**src/sv/iso2022cn_stream_encoder_macros.svh**
```systemverilog
// Assertion macros for the ISO-2022-CN stream encoder.
// Included by files that carry concurrent assertions; no other dependencies.
`ifndef ISO2022CN_STREAM_ENCODER_MACROS_SVH
`define ISO2022CN_STREAM_ENCODER_MACROS_SVH

// same-cycle implication, disabled during reset
`define I2CN_ASSERT_NOW(label, clk, rst_n, ante, cons, msg) \
    label: assert property (@(posedge clk) disable iff (!rst_n) (ante) |-> (cons)) \
        else $error(msg);

// next-cycle implication, disabled during reset
`define I2CN_ASSERT_NEXT(label, clk, rst_n, ante, cons, msg) \
    label: assert property (@(posedge clk) disable iff (!rst_n) (ante) |=> (cons)) \
        else $error(msg);

`endif

```
**src/sv/i2cn_pkg.sv**
```systemverilog
// Shared types and constants for the ISO-2022-CN stream encoder.
// No dependencies.
`default_nettype none

package i2cn_pkg;

    localparam int QUEUE_DEPTH_DEF = 2;

    localparam int RUN_MAX = 8;
    localparam int IDX_W   = $clog2(RUN_MAX);

    localparam logic [2:0] CS_ASCII  = 3'd0;
    localparam logic [2:0] CS_GB2312 = 3'd1;
    localparam logic [2:0] CS_CNS1   = 3'd2;
    localparam logic [2:0] CS_CNS2   = 3'd3;
    localparam logic [2:0] CS_NONE   = 3'd7;

    localparam logic [1:0] G1_NONE   = 2'd0;
    localparam logic [1:0] G1_GB2312 = 2'd1;
    localparam logic [1:0] G1_CNS1   = 2'd2;
    localparam logic [1:0] G1_BAD    = 2'd3;

    localparam logic [7:0] BYTE_ESC     = 8'h1B;
    localparam logic [7:0] BYTE_DOLLAR  = 8'h24;
    localparam logic [7:0] BYTE_TO_G1   = 8'h29;
    localparam logic [7:0] BYTE_TO_G2   = 8'h2A;
    localparam logic [7:0] BYTE_SS2     = 8'h4E;
    localparam logic [7:0] BYTE_SO      = 8'h0E;
    localparam logic [7:0] BYTE_SI      = 8'h0F;
    localparam logic [7:0] BYTE_NEWLINE = 8'h0A;
    localparam logic [7:0] BYTE_FIN_GB  = 8'h41;
    localparam logic [7:0] BYTE_FIN_CNS1 = 8'h47;
    localparam logic [7:0] BYTE_FIN_CNS2 = 8'h48;

    // one character's byte run, byte 0 goes out first
    typedef struct packed {
        logic [RUN_MAX-1:0][7:0] bytes;
        logic [IDX_W-1:0]        last_idx;
    } run_t;

    typedef struct packed {
        logic [1:0] g1_designation;
        logic       g2_holds_plane2;
        logic       shifted_out;
    } front_status_t;

endpackage

`default_nettype wire

```
**src/sv/iso2022cn_stream_encoder.sv**
```systemverilog
// The first byte of a run is valid once the run has been written into the queue and
// then loaded into the back end's run register. Throughput: one output byte per cycle
// while m_tready is high; a character's run is 1 to 8 bytes. Input accepts every cycle
// while the run queue has room. Other charsets are accepted and produce nothing.
// Reset (rst_n low, async) clears the G1/G2/shift state, empties the queue.
`default_nettype none

`include "iso2022cn_stream_encoder_macros.svh"

module iso2022cn_stream_encoder
    import i2cn_pkg::*;
#(
    parameter int QUEUE_DEPTH = QUEUE_DEPTH_DEF
)
(
    input  wire logic        clk,
    input  wire logic        rst_n,
    input  wire logic        s_tvalid,
    output logic             s_tready,
    input  wire logic [23:0] s_tdata,   // char_set[2:0], first_byte[10:3], second_byte[18:11]
    output logic             m_tvalid,
    input  wire logic        m_tready,
    output logic [7:0]       m_tdata,   // out_byte[7:0]
    output logic             m_tlast
);

    run_t          fr_run, q_run;
    logic          fr_push, q_ready, q_valid, q_pop;
    front_status_t fr_status;

    i2cn_front u_front (
        .clk         (clk),
        .rst_n       (rst_n),
        .in_valid    (s_tvalid),
        .in_ready    (s_tready),
        .char_set    (s_tdata[2:0]),
        .first_byte  (s_tdata[10:3]),
        .second_byte (s_tdata[18:11]),
        .q_ready     (q_ready),
        .push        (fr_push),
        .run         (fr_run),
        .status      (fr_status)
    );

    i2cn_queue #(
        .DEPTH (QUEUE_DEPTH)
    ) u_queue (
        .clk      (clk),
        .rst_n    (rst_n),
        .push     (fr_push),
        .wr_run   (fr_run),
        .wr_ready (q_ready),
        .pop      (q_pop),
        .rd_run   (q_run),
        .rd_valid (q_valid)
    );

    i2cn_back u_back (
        .clk       (clk),
        .rst_n     (rst_n),
        .q_valid   (q_valid),
        .q_run     (q_run),
        .q_pop     (q_pop),
        .out_valid (m_tvalid),
        .out_ready (m_tready),
        .out_byte  (m_tdata),
        .out_last  (m_tlast)
    );

    `I2CN_ASSERT_NOW(a_push_has_room, clk, rst_n, fr_push, q_ready, "push into full queue")
    `I2CN_ASSERT_NOW(a_shift_needs_g1, clk, rst_n, fr_status.shifted_out,
        fr_status.g1_designation == G1_GB2312 || fr_status.g1_designation == G1_CNS1,
        "shifted out without G1 designation")
    `I2CN_ASSERT_NEXT(a_idle_after_last, clk, rst_n, m_tvalid && m_tready && m_tlast && !q_valid,
        !m_tvalid, "output valid with no queued run")

endmodule

`default_nettype wire

```
**src/sv/i2cn_front.sv**
```systemverilog
// Front end: accepts characters, tracks G1/G2/shift state and builds byte runs.
// Depends on i2cn_pkg.
`default_nettype none

module i2cn_front
    import i2cn_pkg::*;
(
    input  wire logic          clk,
    input  wire logic          rst_n,
    input  wire logic          in_valid,
    output logic               in_ready,
    input  wire logic [2:0]    char_set,
    input  wire logic [7:0]    first_byte,
    input  wire logic [7:0]    second_byte,
    input  wire logic          q_ready,
    output logic               push,
    output run_t               run,
    output front_status_t      status
);

    logic [1:0] g1_reg, g1_next;
    logic       g2_reg, g2_next;
    logic       so_reg, so_next;
    logic [2:0] gl;
    logic [3:0] n;
    logic       cs_ok;
    logic       take;

    assign in_ready = q_ready;
    assign cs_ok    = (char_set <= CS_CNS2);
    assign take     = in_valid && q_ready && cs_ok;
    assign push     = take;
    assign status   = '{g1_designation: g1_reg, g2_holds_plane2: g2_reg, shifted_out: so_reg};

    always_comb
    begin
        if (!so_reg)
            gl = CS_ASCII;
        else if (g1_reg == G1_GB2312)
            gl = CS_GB2312;
        else if (g1_reg == G1_CNS1)
            gl = CS_CNS1;
        else
            gl = CS_NONE;
    end

    always_comb
    begin
        g1_next   = g1_reg;
        g2_next   = g2_reg;
        so_next   = so_reg;
        run.bytes = '0;
        n         = 4'd0;

        if (char_set == gl)
        begin
            if (char_set == CS_ASCII && first_byte == BYTE_NEWLINE)
            begin
                g1_next = G1_NONE;
                g2_next = 1'b0;
            end
        end
        else if (char_set == CS_CNS2)
        begin
            if (!g2_reg)
            begin
                run.bytes[0] = BYTE_ESC;
                run.bytes[1] = BYTE_DOLLAR;
                run.bytes[2] = BYTE_TO_G2;
                run.bytes[3] = BYTE_FIN_CNS2;
                n            = 4'd4;
                g2_next      = 1'b1;
            end
            run.bytes[n[IDX_W-1:0]]        = BYTE_ESC;
            run.bytes[n[IDX_W-1:0] + 3'd1] = BYTE_SS2;
            n = n + 4'd2;
        end
        else if (char_set == CS_GB2312 || char_set == CS_CNS1)
        begin
            if (g1_reg != ((char_set == CS_GB2312) ? G1_GB2312 : G1_CNS1))
            begin
                run.bytes[0] = BYTE_ESC;
                run.bytes[1] = BYTE_DOLLAR;
                run.bytes[2] = BYTE_TO_G1;
                run.bytes[3] = (char_set == CS_GB2312) ? BYTE_FIN_GB : BYTE_FIN_CNS1;
                n            = 4'd4;
                g1_next      = (char_set == CS_GB2312) ? G1_GB2312 : G1_CNS1;
            end
            run.bytes[n[IDX_W-1:0]] = BYTE_SO;
            n       = n + 4'd1;
            so_next = 1'b1;
        end
        else
        begin
            run.bytes[0] = BYTE_SI;
            n            = 4'd1;
            if (first_byte == BYTE_NEWLINE)
            begin
                g1_next = G1_NONE;
                g2_next = 1'b0;
            end
            so_next = 1'b0;
        end

        run.bytes[n[IDX_W-1:0]] = first_byte;
        n = n + 4'd1;
        if (char_set != CS_ASCII)
        begin
            run.bytes[n[IDX_W-1:0]] = second_byte;
            n = n + 4'd1;
        end
        run.last_idx = IDX_W'(n - 4'd1);
    end

    always_ff @(posedge clk or negedge rst_n)
    begin
        if (!rst_n)
        begin
            g1_reg <= G1_NONE;
            g2_reg <= 1'b0;
            so_reg <= 1'b0;
        end
        else if (take)
        begin
            g1_reg <= g1_next;
            g2_reg <= g2_next;
            so_reg <= so_next;
        end
    end

endmodule

`default_nettype wire

```
**src/sv/i2cn_queue.sv**
```systemverilog
// Short queue of byte runs between the front end and the byte sequencer.
// Depends on i2cn_pkg.
`default_nettype none

module i2cn_queue
    import i2cn_pkg::*;
#(
    parameter int DEPTH = QUEUE_DEPTH_DEF
)
(
    input  wire logic clk,
    input  wire logic rst_n,
    input  wire logic push,
    input  wire run_t wr_run,
    output logic      wr_ready,
    input  wire logic pop,
    output run_t      rd_run,
    output logic      rd_valid
);

    localparam int PTR_W = (DEPTH > 1) ? $clog2(DEPTH) : 1;
    localparam int CNT_W = $clog2(DEPTH + 1);
    localparam logic [PTR_W-1:0] PTR_LAST = PTR_W'(DEPTH - 1);
    localparam logic [CNT_W-1:0] CNT_FULL = CNT_W'(DEPTH);

    run_t             slots_reg [DEPTH];
    logic [PTR_W-1:0] wr_ptr_reg, rd_ptr_reg;
    logic [CNT_W-1:0] count_reg, count_next;
    logic             do_push, do_pop;

    assign wr_ready = (count_reg != CNT_FULL);
    assign rd_valid = (count_reg != '0);
    assign rd_run   = slots_reg[rd_ptr_reg];
    assign do_push  = push && wr_ready;
    assign do_pop   = pop && rd_valid;

    always_comb
    begin
        count_next = count_reg;
        if (do_push && !do_pop)
            count_next = count_reg + 1'b1;
        else if (do_pop && !do_push)
            count_next = count_reg - 1'b1;
    end

    always_ff @(posedge clk)
    begin
        if (do_push)
            slots_reg[wr_ptr_reg] <= wr_run;
    end

    always_ff @(posedge clk or negedge rst_n)
    begin
        if (!rst_n)
        begin
            wr_ptr_reg <= '0;
            rd_ptr_reg <= '0;
            count_reg  <= '0;
        end
        else
        begin
            if (do_push)
                wr_ptr_reg <= (wr_ptr_reg == PTR_LAST) ? '0 : wr_ptr_reg + 1'b1;
            if (do_pop)
                rd_ptr_reg <= (rd_ptr_reg == PTR_LAST) ? '0 : rd_ptr_reg + 1'b1;
            count_reg <= count_next;
        end
    end

endmodule

`default_nettype wire

```
**src/sv/i2cn_back.sv**
```systemverilog
// Back end: sends a queued run one byte per ready cycle, tagging the last.
// Depends on i2cn_pkg.
`default_nettype none

module i2cn_back
    import i2cn_pkg::*;
(
    input  wire logic       clk,
    input  wire logic       rst_n,
    input  wire logic       q_valid,
    input  wire run_t       q_run,
    output logic            q_pop,
    output logic            out_valid,
    input  wire logic       out_ready,
    output logic [7:0]      out_byte,
    output logic            out_last
);

    run_t             run_reg;
    logic [IDX_W-1:0] idx_reg;
    logic             busy_reg;
    logic             fire;
    logic             done;

    assign out_valid = busy_reg;
    assign out_byte  = run_reg.bytes[idx_reg];
    assign out_last  = (idx_reg == run_reg.last_idx);
    assign fire      = busy_reg && out_ready;
    assign done      = fire && out_last;
    assign q_pop     = q_valid && (!busy_reg || done);

    always_ff @(posedge clk)
    begin
        if (q_pop)
            run_reg <= q_run;
    end

    always_ff @(posedge clk or negedge rst_n)
    begin
        if (!rst_n)
        begin
            busy_reg <= 1'b0;
            idx_reg  <= '0;
        end
        else if (q_pop)
        begin
            busy_reg <= 1'b1;
            idx_reg  <= '0;
        end
        else if (done)
        begin
            busy_reg <= 1'b0;
        end
        else if (fire)
        begin
            idx_reg <= idx_reg + 1'b1;
        end
    end

endmodule

`default_nettype wire
```
**config.mk**
```make
export PLATFORM = sky130hd
export DESIGN_NAME = iso2022cn_stream_encoder
export DESIGN_NICKNAME = d
export VERILOG_FILES = /design/src/sv/i2cn_pkg.sv /design/src/sv/iso2022cn_stream_encoder.sv /design/src/sv/i2cn_front.sv /design/src/sv/i2cn_queue.sv /design/src/sv/i2cn_back.sv
export VERILOG_INCLUDE_DIRS = /design/src /design/src/sv
export SDC_FILE = /design/constraint.sdc
export NUM_CORES = 1
export LEC_CHECK = 0
export ABC_CLOCK_PERIOD_IN_PS = 7650
export BUFFER_PORTS_ARGS = -buffer_cell sky130_fd_sc_hd__buf_2
export CAP_MARGIN = 20
export CORE_ASPECT_RATIO = 1.4
export CORE_MARGIN = 1
export CORE_UTILIZATION = 60
export CTS_BUF_LIST = sky130_fd_sc_hd__clkbuf_2 sky130_fd_sc_hd__clkbuf_4 sky130_fd_sc_hd__clkbuf_8
export DETAILED_ROUTE_END_ITERATION = 16
export PLACE_DENSITY = 0.78
export SYNTH_ARGS = -nofsm -noshare
export SYNTH_HDL_FRONTEND = slang
export SYNTH_SLANG_ARGS = --single-unit
```
**constraint.sdc**
```tcl
create_clock -name clk -period 7.65 [get_ports clk]
set_input_delay 1.9125 -clock clk [delete_from_list [all_inputs] [get_ports clk]]
set_output_delay 1.9125 -clock clk [all_outputs]
set_load 0.02 [all_outputs]
```
==> After elaboration in Yosys (flattened, before gate mapping) <==
Memories as Yosys holds them, arrays and structs flattened. A register that Yosys moved wholly into a read port is not among the register bits.
Cells that the tools add are included.
{ "op_classes": {"addsub": 11, "magnitude_cmp": 12, "eq_ne": 15, "muxes": 65, "bitwise_logic": 11, "reduce_logical": 32} }
{ "op_table": {"columns": ["op", "count"], "rows": [
  ["32-bit 2-to-1 mux", 6],
  ["64-bit 2-to-1 mux", 3],
  ["64-bit bitwise mux", 2],
  ["8-bit demux with 3-bit select", 5],
  ["32-bit NOT", 2],
  ["56-bit 2-to-1 mux", 1],
  ["8-bit 2-to-1 mux", 7],
  ["3-bit 2-to-1 mux", 18],
  ["20-bit by 40-bit AND with 40-bit output", 1],
  ["40-bit NOT", 1],
  ["16-bit by 32-bit AND with 32-bit output", 1],
  ["32-bit AND", 1],
  ["16-bit by 32-bit OR with 32-bit output", 1],
  ["32-bit OR", 1],
  ["31-bit 2-to-1 mux", 1],
  ["8-bit binary-select mux with 3-bit select", 1],
  ["3-bit by 4-bit < comparator with 1-bit output (second input constant)", 6],
  ["12-bit by 24-bit OR with 24-bit output", 1],
  ["2-bit 2-to-1 mux", 9],
  ["3-bit by 1-bit adder with 3-bit output (second input constant)", 5],
  ["3-bit by 1-bit >= comparator with 1-bit output (second input constant)", 5],
  ["1-bit logical AND", 15],
  ["1-bit 2-to-1 mux", 12],
  ["3-bit nonzero test", 3],
  ["26 further kinds", 38]
]} }
{ "word_totals": {"ff_bits": 12, "mem_bits_rw": 134, "inputBits": 28, "out_inout_bits": 11, "wordCells": 155, "mem_count": 1} }
{ "memory_table": {"columns": ["name", "depth", "width", "rd", "rd_clocked_by_memory_dff", "wr", "line", "rtl"], "rows": [
  ["u_queue.slots_reg", 2, 67, 1, 1, 1, "i2cn_queue.sv:26", "run_t slots_reg [DEPTH];"]
]} }

==> Depth between registers and ports, before layout <==
Gate-level depths: netlist of the first run.
{ "logic_depth": {"depth_word": 19, "mapped_depth": 15} }

==> Modules after synthesis <==
Synthesis of the first run repeated with hierarchy kept, for this count alone.
{ "unflattened": {"hier_cells": 558, "area_unflattened_um2": 9359.0} }
{ "modules_own_cells": {"columns": ["mod", "n_inst", "cells_each", "area_each_um2", "seq_area_each_um2"], "rows": [
  ["i2cn_queue", 1, 227, 5119.9, 4124.0],
  ["i2cn_back", 1, 128, 2826.5, 2112.0],
  ["i2cn_front", 1, 203, 1412.6, 100.1]
]} }

==> Worst setup path before layout of the first run <==
No wires, ideal clock.
{ "synth_timing": {"path_kind": "input port to flip-flop", "from": "in s_tdata[2]", "to": "mem u_queue.slots_reg[0][0] in the netlist's numbering, enable pin", "setup_time_ps": 575, "t_arrival_ps": 6613, "slack_ps": 462, "path_stages": 2, "n_path_buf": 1, "path_cell_list": "buf_6 nor3_1"} }
{ "synth_between": {"elab_chain_len": 5} }
{ "synth_rtl": {"columns": ["item", "line", "rtl"], "rows": [
  ["from (decl)", "iso2022cn_stream_encoder.sv:20", "input wire logic [23:0] s_tdata,"],
  ["3-bit by 2-bit <= comparator with 1-bit output", "i2cn_front.sv:30", "assign cs_ok = (char_set <= CS_CNS2);"],
  ["1-bit logical AND", "i2cn_front.sv:31", "assign take = in_valid && q_ready && cs_ok;"],
  ["1-bit logical AND", "i2cn_queue.sv:34", "assign do_push = push && wr_ready;"],
  ["1-bit 2-to-1 mux", "i2cn_queue.sv:48", "if (do_push)"],
  ["1-bit 2-to-1 mux (not written as such)", "i2cn_queue.sv:49", "slots_reg[wr_ptr_reg] <= wr_run;"],
  ["to (decl)", "i2cn_queue.sv:26", null]
]} }
Every way passes these cells.

==> metrics.md, run 1 <==
| Metric | Value |
|---|---|
| Site Rows | 53 |
| Outcome | complete, no violations |
| First-pass GRT wire length | 29.6 mm |
| Number of vias per cell | 6.44 |
| Clk sinks | 213 |
| Clock network power share | 0.222 |
| Area Overhead vs Synth | 8.67% |
| Post-route ant nets | 0 |
| Syn nets | between 600 and 700 |
| Leak pwr | 3.51 nW |
| Antenna violations before repair | 0 |
| Hold Vio Cnt, Final | 0 |
| CP Data Required Time | just under 8 ns |
| #FFs+latches synth | 213 |
| Unrepaired setup endpoints after global routing | false |
| Cell Pwr Density | between 300 and 400 mW/mm^2 |
| P_int | 2.45 mW |
| CTS tree | built |
| Via count | 5304 |
| Final period utilization | 0.722 |
| Finished layout cell area | 0.0102 mm^2 |
| Slew @ Worst Pin | ~1.1 ns |
| Clk Latency, worst-skew pair | 0.54 ns |
| Post-route setup TNS | 0 ns |
| Yosys warns | 0 |
| Drc violations | 0 |
| Hold Crit Class | register to register |
| Layout cells sized above 1 | 0.309 |
| Final nets | 648 |
| DP Area | 0.00967 mm^2 |
| Setup violations, final | 0 |
| Synth top area share | 0.643 |
| GP Congestion | 0.874 |
| Die H | 150 um |
| Relative slew slack | 0.239 |
| Critical path endpoint category | register |
| HPWL after DPL | 12.3 mm |
| Critical path peak fanout | 29 |
| Aggregate routed wire length | between 15 and 20 mm |
| Mean Syn Cell Area | 16.2 um^2 |
| Switching part of the total | 0.311 |
| Initial drt markers | 496 |
| Number of port buffers | 33 |
| Root buffer cell | clkbuf_8 |
| Max frequency | 181 MHz |
| Setup bufs post-CTS | 0 |
| Worst-case clock buffer depth | 3 |
| Drt first pass iters | 5 |
| Max reg flops | 134 |
| Pin count of the biggest net entering global routing | 68 |
| Global route overflow | 0 |
| Library cells used by synthesis | 54 |
| Die width | approximately 110 um |
| Drt wl/cell | roughly 23 um |
| Gate power share | 0.289 |
| Switching pwr | 1.11 mW |
| Prevailing post-synth register cell | edfxtp_1 |
| Flop pwr share | 0.488 |
| Vias in the first global route | between 5000 and 6000 |
| Slew Viols, Final | 0 |
| Cts hold-fix bufs | 0 |
| Number of CTS-inserted buffers | 30 |
| All-Layer GR Usage | 0.248 |
| Clock slew at the register clock pins of the worst setup and hold paths | 0.06 ns |
| Critical path class | input pin to register |
| Worst clock skew | about 0.0088 ns |
| Peak supply drop | 0.202 mV |
| Core region area | 0.0152 mm^2 |
| Highest-count cells in the layout ignoring fill and taps | edfxtp_1 (201), mux2_2 (82), buf_2 (33), clkbuf_8 (31), nand2_1 (29) |
| Commonest non-fill, non-tap cell in the layout | edfxtp_1 |
| Die Footprint | 0.0162 mm^2 |
| H-tree depth | 1 |
| Biggest area consumer among synthesized cells | edfxtp_1 |
| Initial core utilization | 0.618 |
| Crit path DAT | 5.81 ns |
| Fin crit period | between 5 and 6 ns |
| Synthesized area | ~0.0094 mm^2 |
| Largest cells by area after synthesis | edfxtp_1 (64%), mux2_2 (9.8%), mux4_2 (3.8%), dfrtp_1 (3.2%), a32o_1 (2.1%) |
| Post-synth ARST share | 0.0563 |
| Cells after synthesis | 579 |
| Number of synthesized flops with an enable pin | roughly 200 |
| # resized after CTS | 0 |
| Ports | 39 |
| # diodes | 0 |
| Register area share after synthesis | 0.675 |
| Critical Path Start Type | input pin |
| Max cap viols | 0 |
==> stage by stage <==
step	util	power [mW]	hold slack, ns	cells	setup slack [ns]
3_3_place_gp	0.637	2.75	0.480	770	1.95
2_1_floorplan	-	2.49	0.456	579	0.462
4_1_cts	0.672	3.58	0.513	823	2.26
6_report	0.672	3.55	0.510	823	2.13
5_1_grt	0.672	3.71	0.526	823	1.90
3_5_place_dp	0.637	2.79	0.501	770	1.69
==> worst paths after layout <==
check | cells after the start | slack [ns] | to | from
min in group asynchronous | 1 | 1.27 | u_queue.count_reg[0]$_DFFE_PN0P_ | rst_n
setup reg to reg | 12 | 2.94 | u_queue.slots_reg[0][33]$_DFFE_PP_ | u_front.g1_reg[0]$_DFFE_PN0P_
hold / removal | 1 | 0.51 | u_queue.count_reg[1]$_DFFE_PN0P_ | u_queue.count_reg[1]$_DFFE_PN0P_
setup / recovery | 11 | 2.13 | u_queue.slots_reg[0][33]$_DFFE_PP_ | s_tdata[2]
max in group asynchronous | 1 | 6.10 | u_queue.rd_ptr_reg$_DFFE_PN0P_ | rst_n
hold reg to reg | 1 | 0.51 | u_queue.count_reg[1]$_DFFE_PN0P_ | u_queue.count_reg[1]$_DFFE_PN0P_
==> layer usage <==
metal | vias to the layer above | routed length (um) | global-route usage
met5 | - | 0 | 0
met4 | 0 | 721 | 0.126
met3 | 45 | 1230 | 0.0331
met2 | 258 | 9920 | 0.426
met1 | 2643 | 7180 | 0.307
li1 | 2358 | - | -
==> worst max-delay path, cell delays in order <==
cell	delay [ns]
buf_2	0.18
nor2_1	0.23
a21boi_0	0.36
o21ai_2	0.28
nand2_1	0.86
inv_1	0.16
ha_1	0.32
nor2b_1	0.42
nand2b_1	0.19
o22ai_2	0.48
mux2_2	0.41
==> Yosys cell counts (3+ instances only) <==
cell type and number:
o22ai_1 3, xnor2_1 9, nand3_1 7, nor2_1 18, nand2b_1 8, ha_1 10
mux4_2 16, o2bb2ai_1 7, buf_2 10, nor2b_1 5, a31oi_1 6, nand2_1 29
mux2_2 82, a32o_1 20, a22o_1 12, nor3_2 3, a41o_1 4, a21oi_1 10
mux2i_1 4, a32oi_1 5, xor2_1 4, o21ai_0 10, and3_1 10, buf_1 3
edfxtp_1 201, dfrtp_1 12, clkbuf_1 23, inv_1 13
==> cell type report <==
type,instances,area (um^2)
multi-input combinational,313,2830
clock buffer,36,464
sequential,213,6340
timing repair buffer,39,210
clock inverter,17,70.1
tap,192,240
inverter,13,48.8
fill,1027,4980
==> power by group through the flow <==
stage	clock, mW	sequential [mW]	combinational [mW]
2_1_floorplan	0	1.67	0.826
3_3_place_gp	0	1.75	1.00
3_5_place_dp	0	1.76	1.03
4_1_cts	0.808	1.74	1.04
5_1_grt	0.860	1.76	1.10
6_report	0.790	1.73	1.03
==> logic make-up (layout without fill, tap and decap cells) <==
group | count (synthesis) | count (layout) | share of synthesized area
buffers and inverters | 53 | 105 | 0.0249
AOI/OAI and AO/OA | 94 | 94 | 0.0803
DFF | 213 | 213 | 0.675
xor gates and xnor gates | 13 | 13 | 0.0121
adders and majority gates | 10 | 10 | 0.0133
muxes | 103 | 103 | 0.143
and+or+nand+nor | 93 | 93 | 0.0520
No activity file was read; power rests on OpenSTA's default activity.
==> run 2: changes to the inputs <==
--- a/config.mk
+++ b/config.mk
@@ -6,7 +6,7 @@
 export SDC_FILE = /design/constraint.sdc
 export NUM_CORES = 1
 export LEC_CHECK = 0
-export ABC_CLOCK_PERIOD_IN_PS = 7650
+export ABC_CLOCK_PERIOD_IN_PS = 5200
 export BUFFER_PORTS_ARGS = -buffer_cell sky130_fd_sc_hd__buf_2
 export CAP_MARGIN = 20
 export CORE_ASPECT_RATIO = 1.4
==> constraint.sdc (replaced) <==
create_clock -name clk -period 5.2 [get_ports clk]
set_input_delay 1.3 -clock clk [delete_from_list [all_inputs] [get_ports clk]]
set_output_delay 1.3 -clock clk [all_outputs]
set_load 0.02 [all_outputs]
==> run 2 against run 1 <==
Combinational power rose by 50%. First-iteration DRC count rose by 0.20%. Via count rose by 1.2%. Largest power group unchanged. Clock power rose by 68%. Die area did not move. Final area rose by 1.6%.
==> metrics.md, run 2 (same netlist as run 1, synthesis figures left out) <==
| Metric | Value |
|---|---|
| Drt first pass iters | 5 |
| P_int | between 3 and 4 mW |
| Switching part of the total | 0.307 |
| Cell Pwr Density | around 520 mW/mm^2 |
| FILL cells | 1021 |
| CP Data Required Time | around 5.6 ns |
| Clk sinks | 213 |
| H-tree depth | 1 |
| Highest-count cells in the layout ignoring fill and taps | edfxtp_1 (201), mux2_2 (82), buf_2 (33), clkbuf_8 (31), nand2_1 (29) |
| # resized after CTS | 0 |
| Slew Viols, Final | 0 |
| Commonest non-fill, non-tap cell in the layout | edfxtp_1 |
| Drt wl/cell | 23.7 um |
| Initial drt markers | 497 |
| Worst-case clock buffer depth | 3 |
| Core region area | 0.0152 mm^2 |
| Worst clock skew | 0.0109 ns |
| Initial core utilization | 0.618 |
| Outcome | complete, no violations |
| Number of CTS-inserted buffers | 31 |
| Number of vias per cell | 6.42 |
| Vias in the first global route | around 5500 |
| Pin count of the biggest net entering global routing | 68 |
| Critical path peak fanout | 10 |
| Setup violations, final | 0 |
| Relative slew slack | 0.241 |
| DP Worst Slack | a little under 0.8 ns |
| Drc violations | 0 |
| Flop pwr share | 0.470 |
| Final nets | between 600 and 700 |
| Final WS setup | 1.18 ns |
| Site Rows | 53 |
| Root buffer cell | clkbuf_8 |
| Number of port buffers | 33 |
| Hold Vio Cnt, Final | 0 |
| Layout cells sized above 1 | 0.327 |
| Clock slew at the register clock pins of the worst setup and hold paths | 0.06 ns |
| Critical path endpoint category | register |
| All-Layer GR Usage | 0.258 |
| Antenna violations before repair | 1 |
| Setup bufs post-CTS | 0 |
| Fin crit period | 4.02 ns |
| Leak pwr | 3.60 nW |
| GP Congestion | 0.834 |
| Post-route ant nets | 0 |
| Post-route setup TNS | 0 ns |
| Die width | 108 um |
| Global route overflow | 0 |
| Max frequency | approximately 250 MHz |
| Critical Path Start Type | input pin |
| Hold Crit Class | register to register |
| Hold WS | 0.508 ns |
| Area Overhead vs Synth | 10.4% |
| Aggregate routed wire length | 19.8 mm |
| Slew @ Worst Pin | 1.14 ns |
| Critical path class | input pin to register |
| Max cap viols | 0 |
| Via count | approximately 5400 |
| Switching pwr | around 1.7 mW |
| Clk Latency, worst-skew pair | 0.56 ns |
| Unrepaired setup endpoints after global routing | false |
| Ports | 39 |
| Die H | approximately 150 um |
| Clock network power share | 0.246 |
| CTS tree | built |
| Cts hold-fix bufs | 0 |
| Gate power share | 0.284 |
| Die Footprint | 0.0162 mm^2 |
| Crit path DAT | 4.43 ns |
| Peak supply drop | roughly 0.32 mV |
| HPWL after DPL | between 10 and 15 mm |
| Final period utilization | 0.773 |
| First-pass GRT wire length | 30.4 mm |
| Max reg flops | 134 |
==> run 2: worst max-delay path, cell delays in order <==
cell	delay, ns
buf_2	0.23
nand2b_4	0.22
o32ai_2	0.11
o21a_1	0.21
nor2_1	0.43
ha_1	0.22
nor2b_1	0.52
nand2b_1	0.22
o22ai_1	0.69
a32o_1	0.26
==> run 2: final timing paths <==
path	from	endpoint	slack, ns	depth (start not counted)
min in group asynchronous	rst_n	u_back.out_valid$_DFFE_PN0P_	0.64	1
hold reg to reg	u_queue.count_reg[1]$_DFFE_PN0P_	u_queue.count_reg[1]$_DFFE_PN0P_	0.51	1
setup reg to reg	u_front.g1_reg[0]$_DFFE_PN0P_	u_queue.slots_reg[0][63]$_DFFE_PP_	1.36	12
max in group asynchronous	rst_n	u_queue.rd_ptr_reg$_DFFE_PN0P_	4.29	1
setup / recovery	s_tdata[2]	u_queue.slots_reg[0][63]$_DFFE_PP_	1.18	10
hold / removal	u_queue.count_reg[1]$_DFFE_PN0P_	u_queue.count_reg[1]$_DFFE_PN0P_	0.51	1
==> run 2: power groups by stage <==
stage | logic, mW | registers, mW | clock network, mW
finish | 1.54 | 2.55 | 1.33
global route | 1.66 | 2.58 | 1.43
CTS | 1.55 | 2.55 | 1.36
detailed placement | 1.54 | 2.59 | 0
global placement | 1.49 | 2.56 | 0
floorplan | 1.22 | 2.44 | 0
==> run 2: area by class of cell <==
class	instances	area (um^2)	share of cell area
clock buffer	41	502	0.0484
clock inverter	17	130	0.0126
multi-input combinational	313	2840	0.274
inverter	13	48.8	0.00471
antenna	1	2.50	0.000241
sequential	213	6340	0.611
timing repair buffer	46	263	0.0254
tap	192	240	0.0232
==> run 2: per-layer routing <==
metal,GRT usage,wire (um),vias up
met1,0.320,7340,2673
met3,0.0444,1310,58
met5,0,0,-
li1,-,-,2374
met2,0.440,10400,264
met4,0.116,723,0
==> run 2: per-stage QoR <==
step / cells / area (um^2) / utilization / total power [mW]
floorplan: 579 / 9400 / - / 3.66
global placement: 777 / 9730 / 0.641 / 4.05
detailed placement: 777 / 9730 / 0.641 / 4.13
CTS: 835 / 10400 / 0.682 / 5.46
global route: 836 / 10400 / 0.682 / 5.67
finish: 836 / 10400 / 0.682 / 5.43
==> run 3: changes to the inputs <==
--- a/config.mk
+++ b/config.mk
@@ -6,7 +6,8 @@
 export SDC_FILE = /design/constraint.sdc
 export NUM_CORES = 1
 export LEC_CHECK = 0
-export ABC_CLOCK_PERIOD_IN_PS = 5200
+export ABC_AREA = 1
+export ABC_CLOCK_PERIOD_IN_PS = 3700
 export BUFFER_PORTS_ARGS = -buffer_cell sky130_fd_sc_hd__buf_2
 export CAP_MARGIN = 20
 export CORE_ASPECT_RATIO = 1.4
==> constraint.sdc (replaced) <==
create_clock -name clk -period 3.7 [get_ports clk]
set_input_delay 0.925 -clock clk [delete_from_list [all_inputs] [get_ports clk]]
set_output_delay 0.925 -clock clk [all_outputs]
set_load 0.02 [all_outputs]
==> run 3 against run 2 <==
Register-to-register slack worse by 0.70 ns. Flip-flop and latch count unchanged. Power is 41% higher. Sequential power grew 36%. Synthesized cell count grew 50%. Core utilization is 0.17 points higher. Clock power increased by 26%. Largest power group unchanged.
==> metrics.md, run 3 <==
| Metric | Value |
|---|---|
| Outcome | complete, no violations |
| Antenna violations before repair | 0 |
| Highest-count cells in the layout ignoring fill and taps | nand2_1 (293), edfxtp_1 (201), nor2_1 (85), o21ai_0 (74), inv_1 (60) |
| Cell Pwr Density | 745 mW/mm^2 |
| Mean Syn Cell Area | ~11 um^2 |
| Area Overhead vs Synth | 11.4% |
| Cts hold-fix bufs | 0 |
| Largest family of logic cells by synthesized area | simple AND/OR/NAND/NOR gates |
| Die Footprint | 0.0159 mm^2 |
| Worst path max stage delay | 0.54 ns |
| Via count | 6378 |
| Multiplexer share of the synthesized area | 0 |
| Post-route setup TNS | 0 ns |
| Biggest area consumer among synthesized cells | edfxtp_1 |
| DP Worst Slack | slightly below 0.4 ns |
| Critical path endpoint category | primary output |
| Initial core utilization | 0.614 |
| Max reg flops | approximately 130 |
| Pin count of the biggest net entering global routing | 69 |
| Register area share after synthesis | 0.685 |
| #FFs+latches synth | ~210 |
| Die width | 107 um |
| Synthesized area | just over 0.009 mm^2 |
| Final WS setup | 0.224 ns |
| Ports | 39 |
| CP Data Required Time | ~2.8 ns |
| Setup violations, final | 0 |
| CTS tree | built |
| Post-Synth XOR/XNOR Area | 0.00852 |
| Clk sinks | ~210 |
| Worst-case clock buffer depth | 3 |
| Synth top area share | 0.653 |
| Initial drt markers | between 400 and 500 |
| Post-route ant nets | 0 |
| # diodes | 0 |
| Site Rows | 53 |
| H-tree depth | 1 |
| Commonest non-fill, non-tap cell in the layout | nand2_1 |
| Hold Vio Cnt, Final | 0 |
| Library cells used by synthesis | 27 |
| Die H | 149 um |
| Most frequent cell after synthesis | nand2_1 |
| Commonest cells in the netlist | nand2_1 (293), edfxtp_1 (201), nor2_1 (88) |
| All-Layer GR Usage | 0.273 |
| Global route overflow | 0 |
| Clock slew at the register clock pins of the worst setup and hold paths | approximately 0.08 ns |
| Max frequency | ~290 MHz |
| Slew @ Worst Pin | 0.960 ns |
| Root buffer cell | clkbuf_8 |
| Unrepaired setup endpoints after global routing | false |
| Layout cells sized above 1 | 0.125 |
| Number of synthesized flops with an enable pin | ~200 |
| Final nets | 964 |
| Critical path class | register to primary output |
| Drc violations | 0 |
| Slew Viols, Final | 0 |
| Drt wl/cell | 18.2 um |
| Relative slew slack | 0.360 |
| Final core occ | 0.684 |
| Syn nets | 907 |
| Clk Latency, worst-skew pair | 0.54 ns |
| Simple-gate share of the synthesized area | 0.180 |
| Cells after synthesis | ~870 |
| # resized after CTS | 0 |
| Post-Synth Adder-Cell Area | 0.0135 |
| Number of vias per cell | 5.60 |
| Leak pwr | 4.14 nW |
| Hold Crit Class | input pin to asynchronous set/reset pin |
| Largest cells by area after synthesis | edfxtp_1 (65%), nand2_1 (12%), o21ai_0 (4.0%), nor2_1 (3.6%), dfrtp_1 (3.2%) |
| Vias in the first global route | 6157 |
| Max cap viols | 0 |
| CP most frequent cell | nor2_1 |
| Crit path DAT | 2.55 ns |
| Critical Path Start Type | register |
| Final period utilization | 0.940 |
| Prevailing post-synth register cell | edfxtp_1 |
| Crit-path slowest cell | dfrtp_1 |
| Aggregate routed wire length | 20.8 mm |
| Core region area | 0.0151 mm^2 |
| Number of CTS-inserted buffers | 29 |
| GP Congestion | 0.993 |
| Number of port buffers | 33 |
| HPWL after DPL | ~14 mm |
| Hold WS | 0.275 ns |
| Post-synthesis compound-gate area fraction | 0.0748 |
| Worst-path cell chain | inv_1, buf_4, nor2_1, o22ai_1, nor2_1, a31oi_1, buf_2 |
| Critical path peak fanout | 15 |
| Yosys warns | 0 |
| Peak supply drop | between 0.4 and 0.5 mV |
| Setup bufs post-CTS | 0 |
| Worst clock skew | 0.0223 ns |
| First-pass GRT wire length | 32.1 mm |
| Drt first pass iters | 5 |
| Fin crit period | 3.48 ns |
| Post-synth ARST share | 0.0563 |
## run 3: layout make-up
type,count,area (um^2)
fillers,1102,4750
well taps,192,240
clock inverters,16,100
multi-input cells,562,2580
inverters,64,240
flip-flops and latches,213,6340
repair buffers,56,350
clock buffers,36,452
## run 3: stage by stage
stage / std cells / area [um^2] / power, mW
after global routing: 1139 / 10300 / 8.12
after global placement: 1087 / 9750 / 5.95
after detailed placement: 1087 / 9750 / 6.03
after CTS: 1139 / 10300 / 7.70
after floorplan: 869 / 9260 / 5.14
final: 1139 / 10300 / 7.67
## run 3: final timing paths
kind	cells after the start	end	start	slack, ns
setup / recovery	7	m_tdata[1]	u_back.idx_reg[0]$_DFFE_PN0P_	0.22
hold / removal	1	u_front.g1_reg[1]$_DFFE_PN0P_	rst_n	0.27
setup reg to reg	14	u_queue.slots_reg[1][57]$_DFFE_PP_	u_front.g1_reg[0]$_DFFE_PN0P_	0.66
hold reg to reg	2	u_back.run_reg[38]$_DFFE_PP_	u_queue.slots_reg[0][38]$_DFFE_PP_	0.51
max in group asynchronous	1	u_queue.rd_ptr_reg$_DFFE_PN0P_	rst_n	3.13
min in group clk	2	u_back.run_reg[38]$_DFFE_PP_	u_queue.slots_reg[0][38]$_DFFE_PP_	0.51
## run 3: report_power, final
group	internal [mW]	total (mW)	switching (mW)
Sequential	3.31	3.48	0.171
Clock	0.873	1.68	0.803
Combinational	0.706	2.52	1.81
Total	4.89	7.67	2.78
## run 3: worst max-delay path: cells and delay by family (launching register included)
family | cells | cell delay, ns
buffers and inverters | 3 | 0.85
AOI/OAI and AO/OA | 2 | 0.47
DFF | 1 | 0.54
and+or+nand+nor | 2 | 0.15
## run 3: metal layers
| layer | wire [um] | up-vias | global-route usage |
|---|---|---|---|
| li1 | - | 3078 | - |
| met1 | 8030 | 2986 | 0.340 |
| met2 | 10700 | 253 | 0.481 |
| met3 | 1220 | 61 | 0.0332 |
| met4 | 812 | 0 | 0.116 |
| met5 | 0 | - | 0 |
## run 3: kinds of logic after synthesis
logic type | count (synthesis)
flip-flops | 213
adder cells (fa/ha/maj) | 10
buffers and inverters | 94
AO/OA/AOI/OAI | 121
XOR/XNOR | 9
AND/OR/NAND/NOR | 422
